[config.mk]
export PLATFORM = sky130hd
export DESIGN_NAME = bspc_ctrl
export DESIGN_NICKNAME = d
export VERILOG_FILES = /design/src/rtl/bspc_pkg.sv /design/src/rtl/bspc_ctrl.sv
export SDC_FILE = /design/constraint.sdc
export NUM_CORES = 1
export LEC_CHECK = 0
export ABC_CLOCK_PERIOD_IN_PS = 1300
export BUFFER_PORTS_ARGS = -buffer_cell sky130_fd_sc_hd__buf_2
export CAP_MARGIN = 15
export CELL_PAD_IN_SITES_DETAIL_PLACEMENT = 1
export CELL_PAD_IN_SITES_GLOBAL_PLACEMENT = 1
export CORE_AREA = 8 8 45 47
export CTS_CLUSTER_SIZE = 40
export DETAILED_ROUTE_END_ITERATION = 12
export DIE_AREA = 0 0 53 55
export GPL_TIMING_DRIVEN = 0
export HOLD_SLACK_MARGIN = 0.06
export PLACE_DENSITY = 0.62
export SLEW_MARGIN = 5
export SYNTH_ARGS = -nofsm -noshare
export SYNTH_HDL_FRONTEND = slang
export SYNTH_SLANG_ARGS = --single-unit
[constraint.sdc]
create_clock -name clk -period 1.3 [get_ports clk]
set_input_delay 0.13 -clock clk [delete_from_list [all_inputs] [get_ports clk]]
set_output_delay 0.13 -clock clk [all_outputs]
set_load 0.01 [all_outputs]
[src/rtl/bspc_pkg.sv]
// Shared constants, command and status types of the bubble sort pass counter.
`timescale 1ns / 1ps

package bspc_pkg;

  // List storage
  localparam int MAX_ITEMS = 1024;
  localparam int ADDR_W    = $clog2(MAX_ITEMS);
  localparam int CNT_W     = $clog2(MAX_ITEMS + 1);
  localparam int VALUE_W   = 32;

  // Result fields
  localparam int PASS_W      = 11;
  localparam int PASS_MAX    = 2047;
  localparam int OUT_TDATA_W = 16;

  // Controller states
  typedef enum logic [2:0] {
    S_LOAD,
    S_KEY,
    S_KEYW,
    S_SCAN,
    S_DRAIN,
    S_EVAL,
    S_OUT
  } state_t;

  // Controller to datapath commands
  typedef struct packed {
    logic load;      // store the accepted input beat
    logic start;     // begin ranking: clear outer index and best
    logic key_rd;    // address the store with the outer index
    logic key_cap;   // capture key from read data, clear rank
    logic j_clr;     // clear scan index
    logic scan;      // issue read at scan index and advance it
    logic eval;      // fold displacement of this key into best
    logic i_inc;     // advance outer index
    logic out_load;  // load result register, clear list state
  } cmd_t;

  // Datapath to controller status
  typedef struct packed {
    logic i_last;    // outer index is at the last stored entry
    logic j_last;    // scan index is at the last stored entry
  } stat_t;

endpackage

[src/rtl/bspc_ctrl.sv]
// Controller: load, rank sweep and result handoff sequencing.
`timescale 1ns / 1ps

module bspc_ctrl (
  input  logic            clk,
  input  logic            rst_n,
  input  logic            in_tvalid,
  input  logic            in_tlast,
  output logic            in_tready,
  output logic            out_tvalid,
  input  logic            out_tready,
  input  bspc_pkg::stat_t stat,
  output bspc_pkg::cmd_t  cmd
);

  bspc_pkg::state_t state_r;
  bspc_pkg::state_t state_nxt;
  logic             out_vld_r;
  logic             out_vld_nxt;
  logic             in_acc;
  logic             out_free;

  assign in_acc   = in_tvalid && (state_r == bspc_pkg::S_LOAD);
  assign out_free = !out_vld_r || out_tready;

  // Next state
  always_comb begin
    state_nxt = state_r;
    unique case (state_r)
      bspc_pkg::S_LOAD: begin
        if (in_acc && in_tlast) begin
          state_nxt = bspc_pkg::S_KEY;
        end
      end
      bspc_pkg::S_KEY:   state_nxt = bspc_pkg::S_KEYW;
      bspc_pkg::S_KEYW:  state_nxt = bspc_pkg::S_SCAN;
      bspc_pkg::S_SCAN: begin
        if (stat.j_last) begin
          state_nxt = bspc_pkg::S_DRAIN;
        end
      end
      bspc_pkg::S_DRAIN: state_nxt = bspc_pkg::S_EVAL;
      bspc_pkg::S_EVAL: begin
        state_nxt = stat.i_last ? bspc_pkg::S_OUT : bspc_pkg::S_KEY;
      end
      bspc_pkg::S_OUT: begin
        if (out_free) begin
          state_nxt = bspc_pkg::S_LOAD;
        end
      end
      default: state_nxt = bspc_pkg::S_LOAD;
    endcase
  end

  // Commands
  always_comb begin
    cmd       = '0;
    in_tready = 1'b0;
    unique case (state_r)
      bspc_pkg::S_LOAD: begin
        in_tready = 1'b1;
        cmd.load  = in_acc;
        cmd.start = in_acc && in_tlast;
      end
      bspc_pkg::S_KEY:  cmd.key_rd = 1'b1;
      bspc_pkg::S_KEYW: begin
        cmd.key_cap = 1'b1;
        cmd.j_clr   = 1'b1;
      end
      bspc_pkg::S_SCAN:  cmd.scan = 1'b1;
      bspc_pkg::S_DRAIN: cmd = '0;
      bspc_pkg::S_EVAL: begin
        cmd.eval  = 1'b1;
        cmd.i_inc = !stat.i_last;
      end
      bspc_pkg::S_OUT:   cmd.out_load = out_free;
      default:           cmd = '0;
    endcase
  end

  // Result valid: set on load, drop when the beat is taken
  always_comb begin
    out_vld_nxt = out_vld_r;
    if (cmd.out_load) begin
      out_vld_nxt = 1'b1;
    end else if (out_tready) begin
      out_vld_nxt = 1'b0;
    end
  end

  always_ff @(posedge clk) begin
    if (!rst_n) begin
      state_r   <= bspc_pkg::S_LOAD;
      out_vld_r <= 1'b0;
    end else begin
      state_r   <= state_nxt;
      out_vld_r <= out_vld_nxt;
    end
  end

  assign out_tvalid = out_vld_r;

endmodule

Yosys cells after proc, flatten, opt, wreduce, memory -nomap -nowiden
Cells that the tools add are included.
{"block": "totals", "word_cells": 33, "reg_bits": 4, "out_inout_bits": 11, "input_bits": 7}
{"block": "op_classes", "n_eq_ne": 9, "muxes": 14, "reduce_logical": 8}
{"cell": "$pmux 3 s7", "n": 1}
{"cell": "$mux 3", "n": 4}
{"cell": "$eq 3x3->1 const B", "n": 3}
{"cell": "$eq 3x2->1 const B", "n": 2}
{"cell": "$mux 1", "n": 6}
{"cell": "$mux 2", "n": 3}
{"cell": "$ne 2x2->1 const B", "n": 2}
{"cell": "$eq 3x1->1 const B", "n": 1}
{"cell": "$logic_not 3->1", "n": 1}
{"cell": "$reduce_and 3->1", "n": 1}
{"cell": "$logic_and 1x1->1", "n": 2}
{"cell": "$logic_not 1->1", "n": 2}
{"cell": "$ne 2x1->1 const B", "n": 1}
{"cell": "$reduce_bool 2->1", "n": 1}
{"cell": "$logic_or 1x1->1", "n": 1}

Longest topological paths before layout
Gate-level depths: netlist of run 1.
{"block": "depth", "ltp_word": 5, "mapped_depth": 4, "mapped_depth_nobuf": 3}

Least setup slack after synthesis of run 1
OpenSTA, ideal clock, no wires.
{"block": "synth_timing", "path_type": "register -> register", "from": "reg state_r[2]", "to": "reg state_r[0]", "arrival_time_ps": 1094, "setup_ps": 131, "stages_incl_launch_ff": 5, "n_path_buf": 1, "synth_period_minus_slack_ps": 1225, "t_required_ps": 1169, "slack_ps": 75, "cell_sequence": "dfxtp_1 -> buf_6 -> nor3_1 -> a21boi_1 -> a2111oi_2"}
{"block": "synth_between", "elab_chain_len": 5, "elab_cells_between_ends": 14, "classes_between": "eq/ne: 9; mux: 1; reduce/logical: 4"}
{"item": "start, declared", "line": "bspc_ctrl.sv:16", "rtl": "bspc_pkg::state_t state_r;"}
{"item": "start signal, assigned", "line": "bspc_ctrl.sv:93", "rtl": "state_r <= bspc_pkg::S_LOAD;"}
{"item": "start signal, assigned", "line": "bspc_ctrl.sv:96", "rtl": "state_r <= state_nxt;"}
{"item": "$logic_not 3->1", "line": "bspc_ctrl.sv:23, bspc_ctrl.sv:29"}
{"item": "$logic_and 1x1->1", "line": "bspc_ctrl.sv:23", "rtl": "assign in_acc = in_tvalid && (state_r == bspc_pkg::S_LOAD);"}
{"item": "$logic_and 1x1->1", "line": "bspc_ctrl.sv:31", "rtl": "if (in_acc && in_tlast) begin"}
{"item": "$ne 2x1->1 (no source line)"}
{"item": "$reduce_and 3->1 (no source line)"}
Several ways; a longest one is shown, not always the timed one.
A chain may end at the register's enable or synchronous reset.

==> results.yml, run 1 <==
run_status:
  status: "finished, violations left"
  violations: "setup timing"
timing:
  period_minus_slack_ps: 1303
  rsz0062_at_grt: "true"
  skew_ps: 6.348
  maxSlewViolCount: 0
  hold_viol: 0
  setup_viol: 1
  setup_tns_ps: -3.422
  relSlewSlack_pct: 83.14
  final.period_utilization_pct: 100.3
  fmaxAchievable_mhz: 767.2
  finalWorstSetupSlack_ps: -3.422
  tightest_slew_ps: 252.5
clock_tree:
  clkTransAtPathRegs_ps: 40
  tritoncts.num_buffers: 3
  clkLatencyLatePin_ps: 230
  cts-htree-levels: 1
  cts_sinks: 4
  cts_tree: "built"
  cts_buffer_depth: 2
  clock-root-buffer: "clkbuf_4"
route:
  drtIter0Drc: 2
  drc: 0
  wl_per_cell_um: 12.72
  dr.pass1.iters: 4
  wirelength_um: 967
  vias: 357
  postRouteAntennaNets: 0
  vias_per_cell: 4.697
layout:
  n_antenna_cell: 0
  final_core_util_pct: 36.26
  filler_cell_count: 176
  fin_nets: 69
  synthToLayoutAreaGrowth_pct: 63.67
  instances_no_fill: 76
  drive_gt1_share_pct: 63.33
worst_setup_path:
  crit_path_end_kind: "output port"
  r2r_slack_ps: 70
  startpoint_type: "flip-flop"
  endpoint: "cmd[1]"
  worstSetupStartpoint: "state_r[0]"
  timing.rr.end: "state_r[0]"
  crit_required_ps: 1170
  path_class: "reg2out"
  rr_worst_depth: 6
  r2r_start: "state_r[2]"
  worstPathArrival_ps: 1170
  crit_path_max_fanout: 7
job:
  drv_cap: 0
hold_path:
  min_path_type: "in2reg"
  hold_path_startpoint: "stat[0]"
synth:
  synth.distinct_cells: 23
  synth-edff-count: 0
  synth_top_flop_cell: "dfxtp_1"
  synthArstFlopShare_pct: 0
  synth_fp_nets: 43
  ys_warn_count: 0
  synth.avg_cell_area_um2: 8.515
  synth_area_um2: 306.5
  netlist_instances: 36
  ys_seq_area_share_pct: 26.12
  synth_seq_cells: 4
global_routing:
  grtUsageTotal_pct: 7.221
  grt_overflow: 0
  grt_max_degree: 11
  grt_pass1_vias: 379
  antenna_found_initial: 0
  grt_pass1_wl_mm: 1.552
floorplan:
  ios: 18
  core-area_mm2: 0.001384
  die_w_um: 53
  dieArea_mm2: 0.002915
  initial_utilization_pct: 22.15
  num_rows: 14
  fp.dieH_um: 55
placement:
  place_hpwl_um: 686.7
  portBuffers: 17
  place.gp.congestion: 0.6796
  numPlacedInstances: 69
  dpl_worst_slack_ps: 63.16
power:
  finalPower_uw: 509.8
  p_per_area_mw_per_mm2: 1016
  leakage_nw: 0.2454
  ir_worst_vdd_mv: 0.2679
[layout by cell type (no fill, tap or decap)]
| cell | synthesis | final |
|---|---|---|
| and2_2 | 1 | 1 |
| nand2_1 | 1 | 1 |
| a221o_1 | 1 | 1 |
| dfxtp_2 | 0 | 1 |
| o21ai_1 | 1 | 1 |
| nor2_1 | 1 | 1 |
| nor3b_2 | 1 | 2 |
| and4bb_1 | 1 | 1 |
| buf_6 | 1 | 1 |
| a21boi_1 | 1 | 1 |
| clkbuf_4 | 0 | 3 |
| buf_4 | 2 | 7 |
| a22o_1 | 1 | 1 |
| buf_2 | 0 | 16 |
| dfxtp_4 | 0 | 2 |
| nand3b_1 | 1 | 1 |
| nor3_4 | 0 | 1 |
| and2_1 | 2 | 2 |
| nor2b_4 | 0 | 1 |
| a2111oi_2 | 1 | 1 |
| nand2b_1 | 3 | 3 |
| nor2b_1 | 3 | 1 |
| a21oi_1 | 4 | 4 |
| and3_1 | 1 | 1 |
| inv_1 | 2 | 2 |
| nor2b_2 | 0 | 1 |
| and3b_2 | 1 | 1 |
| dfxtp_1 | 4 | 1 |
[cells by family (layout without fill, tap and decap cells)]
family	after synthesis	count (layout)	share of synthesized area, %
AO/OA/AOI/OAI	9	9	21.63
AND/OR/NAND/NOR	18	18	41.22
buffers and inverters	5	29	11.02
flip-flops	4	4	26.12
[timing repair]
| item | 4_1_cts | 5_1_grt |
|---|---|---|
| hold buffers | 0 | 0 |
| pin swaps | 0 | 1 |
| resized for setup | 9 | 4 |
| gates cloned | 0 | 1 |
| endpoints found under the setup margin | 9 | 5 |
| setup buffers | 2 | 2 |
| endpoints found under the hold margin | 0 | 0 |
[power breakdown]
group / leakage [nW] / switching (mW) / internal [mW]
registers: 0.0345 / 0.0278 / 0.139
clock network: 0.0138 / 0.0488 / 0.103
logic: 0.197 / 0.0786 / 0.113
[stage by stage]
stage	instance area (um^2)	hold WS (ps)
floorplan	306.5	266.0
CTS	480.5	163.9
global placement	411.6	410.6
finish	501.7	157.6
global route	501.7	180.9
detailed placement	411.6	413.7
[per-layer routing]
layer	GRT usage, %	vias up	routed length, um
li1	-	177	-
met1	7.622	169	345
met2	12.30	9	529
met3	1.070	2	73
met4	6.466	0	19
met5	0	-	0
[worst min path at each step]
stage	end	slack, ps	cells after the start
2_1_floorplan	state_r[2]	270	2
3_3_place_gp	state_r[2]	410	3
3_5_place_dp	state_r[2]	410	3
4_1_cts	state_r[2]	160	3
5_1_grt	state_r[2]	180	3
6_report	state_r[2]	160	3
[state kept, by name, summed over array words and instances (netlist names)]
name        flops
state_r         3
out_tvalid      1
[worst max-delay path, cell delays in order, from the launching register on]
cell and delay, ps:
dfxtp_4 360, nor2b_4 130, and2_2 180, nor2b_2 140, buf_2 130
[synthesized netlist by cell type, types with 2 or more instances]
library cell,count,area (um^2)
a21oi_1,4,20.02
and2_1,2,12.51
buf_4,2,15.01
dfxtp_1,4,80.08
inv_1,2,7.510
nand2b_1,3,18.77
nor2b_1,3,18.77
[area by class of cell]
cell class,count,area [um^2],share of cell area (%)
timing repair buffer,22,125.1,24.94
sequential,4,88.84,17.71
inverter,2,7.507,1.496
tap,16,20.02,3.990
clock buffer,3,22.52,4.489
buffer,2,18.77,3.741
multi-input combinational,27,219.0,43.64
Note: power is estimated with default switching activity, not from simulation.
==> run 2, diff against run 1 <==
Settings changed: ABC_AREA set to 1, CTS_BUF_LIST set to sky130_fd_sc_hd__clkbuf_8, PLACE_DENSITY 0.62 to 0.67, SLEW_MARGIN 5 to unset.
==> results.yml, run 2 <==
clock_tree:
  clkLatencyLatePin_ps: 210
  tritoncts.num_buffers: 3
  cts_buffer_depth: 2
  clkTransAtPathRegs_ps: 30
  cts_tree: "built"
  clock-root-buffer: "clkbuf_8"
  cts-htree-levels: 1
  cts_sinks: 4
  holdBufCountCts: 0
worst_setup_path:
  startpoint_type: "flip-flop"
  cp_cell_sequence: "inv_2 -> nand3_1 -> nor3_2 -> buf_2"
  crit_buf_inv: 2
  worstSetupStartpoint: "state_r[1]"
  crit_required_ps: 1170
  path_class: "reg2out"
  crit_path_end_kind: "output port"
  r2r_start: "state_r[1]"
  cp_slowest_cell: "dfxtp_2"
  crit_path_max_fanout: 7
  r2r_slack_ps: 220
  cpPeakStageDelay_ps: 350
  worstPathArrival_ps: 1080
  critical_path.top_delay_family: "flip-flops"
synth:
  synthMuxAreaShare_pct: 0
  synth_area_um2: 310.3
  synth_top_area_share_pct: 25.81
  synth_top_family_by_area: "simple AND/OR/NAND/NOR gates"
  synth_top_area_cell: "dfxtp_1"
  synth_compound_area_share_pct: 15.32
  ys_top_cells_by_area: "dfxtp_1 26%, nand3_1 15%, inv_1 11%, nor2_1 11%, nand2_1 7.3%"
  synth_fp_nets: 61
  synthTopCellsByCount: "9 x inv_1, 9 x nand3_1, 9 x nor2_1"
  synth.avg_cell_area_um2: 5.746
  ys_seq_area_share_pct: 25.81
  synthXorXnorAreaFrac_pct: 0
  synth.distinct_cells: 14
  synth-simple-area-share_pct: 39.52
  synth_fa_ha_area_share_pct: 0
  ys_warn_count: 0
  synth-edff-count: 0
  netlist_instances: 54
  synthArstFlopShare_pct: 0
  synth_top_flop_cell: "dfxtp_1"
  synth_seq_cells: 4
timing:
  maxSlewViolCount: 0
  rsz0062_at_grt: "false"
  setup_viol: 0
  setup_tns_ps: 0
  tightest_slew_ps: 197.9
  hold_viol: 0
  period_minus_slack_ps: 1213
  final.period_utilization_pct: 93.27
  skew_ps: 2.877
  relSlewSlack_pct: 86.71
  fmaxAchievable_mhz: 824.7
floorplan:
  die_w_um: 53
  core-area_mm2: 0.001384
  fp.dieH_um: 55
  initial_utilization_pct: 22.42
  num_rows: 14
  ios: 18
  dieArea_mm2: 0.002915
layout:
  n_antenna_cell: 0
  final_cell_mix: "17 x buf_2, 9 x inv_1, 9 x nor2_1, 8 x nand3_1, 6 x nand2_1"
  synthToLayoutAreaGrowth_pct: 52.42
  largest_register_ffs: 3
  seq_area_um2: 83.83
  instances_no_fill: 90
  largest_register: "state_r"
  postLayoutCellArea_um2: 473.0
  fin_nets: 83
  drive_gt1_share_pct: 44.59
  multi_input_area_um2: 180.2
  filler_cell_count: 190
  final_common_cell: "buf_2"
placement:
  portBuffers: 17
  numPlacedInstances: 87
  place_hpwl_um: 855.6
  dpl-instance-area_um2: 415.4
  place.gp.congestion: 0.6995
route:
  drtIter0Drc: 14
  wl_per_cell_um: 11.62
  wirelength_mm: 1.046
  postRouteAntennaNets: 0
  vias_per_cell: 4.589
  dr.pass1.iters: 2
  vias: 413
  drc: 0
job:
  drv_cap: 0
global_routing:
  grt_overflow: 0
  grt_pass1_wl_mm: 1.621
  grt_pass1_vias: 397
  grt_max_degree: 8
  grtUsageTotal_pct: 7.541
  antenna_found_initial: 0
power:
  finalPower_uw: 622.4
  p_per_area_mw_per_mm2: 1316
  leakage_nw: 0.2785
  ir_worst_vdd_mv: 0.3910
hold_path:
  hold_path_startpoint: "rst_n"
  min_path_type: "in2reg"
run_status:
  status: "finished clean"
==> run 2: worst paths after layout <==
| path | end | depth (start not counted) |
|---|---|---|
| worst max-delay path | cmd[7] | 4 |
| worst min-delay path | state_r[1] | 3 |
| worst max register to register | state_r[0] | 6 |
| worst min register to register | out_tvalid | 2 |
==> run 2: metrics by stage <==
step	worst slack, ps	hold slack [ps]	util [%]
after floorplan	179.5	280.5	-
after global placement	191.6	404.5	30.02
after detailed placement	172.3	415.8	30.02
after CTS	40.67	197.7	33.27
after global routing	4.406	217.2	34.18
final	87.45	198.5	34.18
==> run 2: where the power goes <==
part / total [mW] / switching [mW] / internal [mW]
combinational: 0.196 / 0.116 / 0.0798
clock: 0.257 / 0.0604 / 0.197
sequential: 0.169 / 0.0292 / 0.139
==> run 2: cells by family after synthesis <==
| group | Yosys count |
|---|---|
| and+or+nand+nor | 28 |
| AOI/OAI and AO/OA | 8 |
| DFF | 4 |
| buffers and inverters | 14 |
==> run 2: repair_timing <==
item	CTS	global route
gates resized for setup	3	3
pin swaps	0	1
endpoints found under the setup margin	2	2
setup buffers	0	0
==> run 2: worst reg2reg max path, cell delays in order, from the launching register on <==
cell and delay, ps:
dfxtp_2 390, nand2_1 100, nor2_1 110, nand2_1 120
o21ai_2 100, nor2_1 70, a21oi_2 120
==> run 2: metal layers <==
metal | part of all wire (%) | up-vias | routed length (um) | GRT usage, %
met5 | 0 | - | 0 | 0
met4 | 1.8 | 0 | 19 | 6.466
met3 | 6.6 | 2 | 69 | 1.872
met2 | 50 | 10 | 519 | 12.89
met1 | 42 | 190 | 438 | 7.599
li1 | - | 211 | - | -
==> run 2: cell type report <==
cell class / instances / area share (%)
sequential: 4 / 17.72
timing repair buffer: 17 / 17.99
clock buffer: 3 / 8.730
buffer: 2 / 3.175
tap: 16 / 4.233
multi-input combinational: 36 / 38.10
inverter: 12 / 10.05
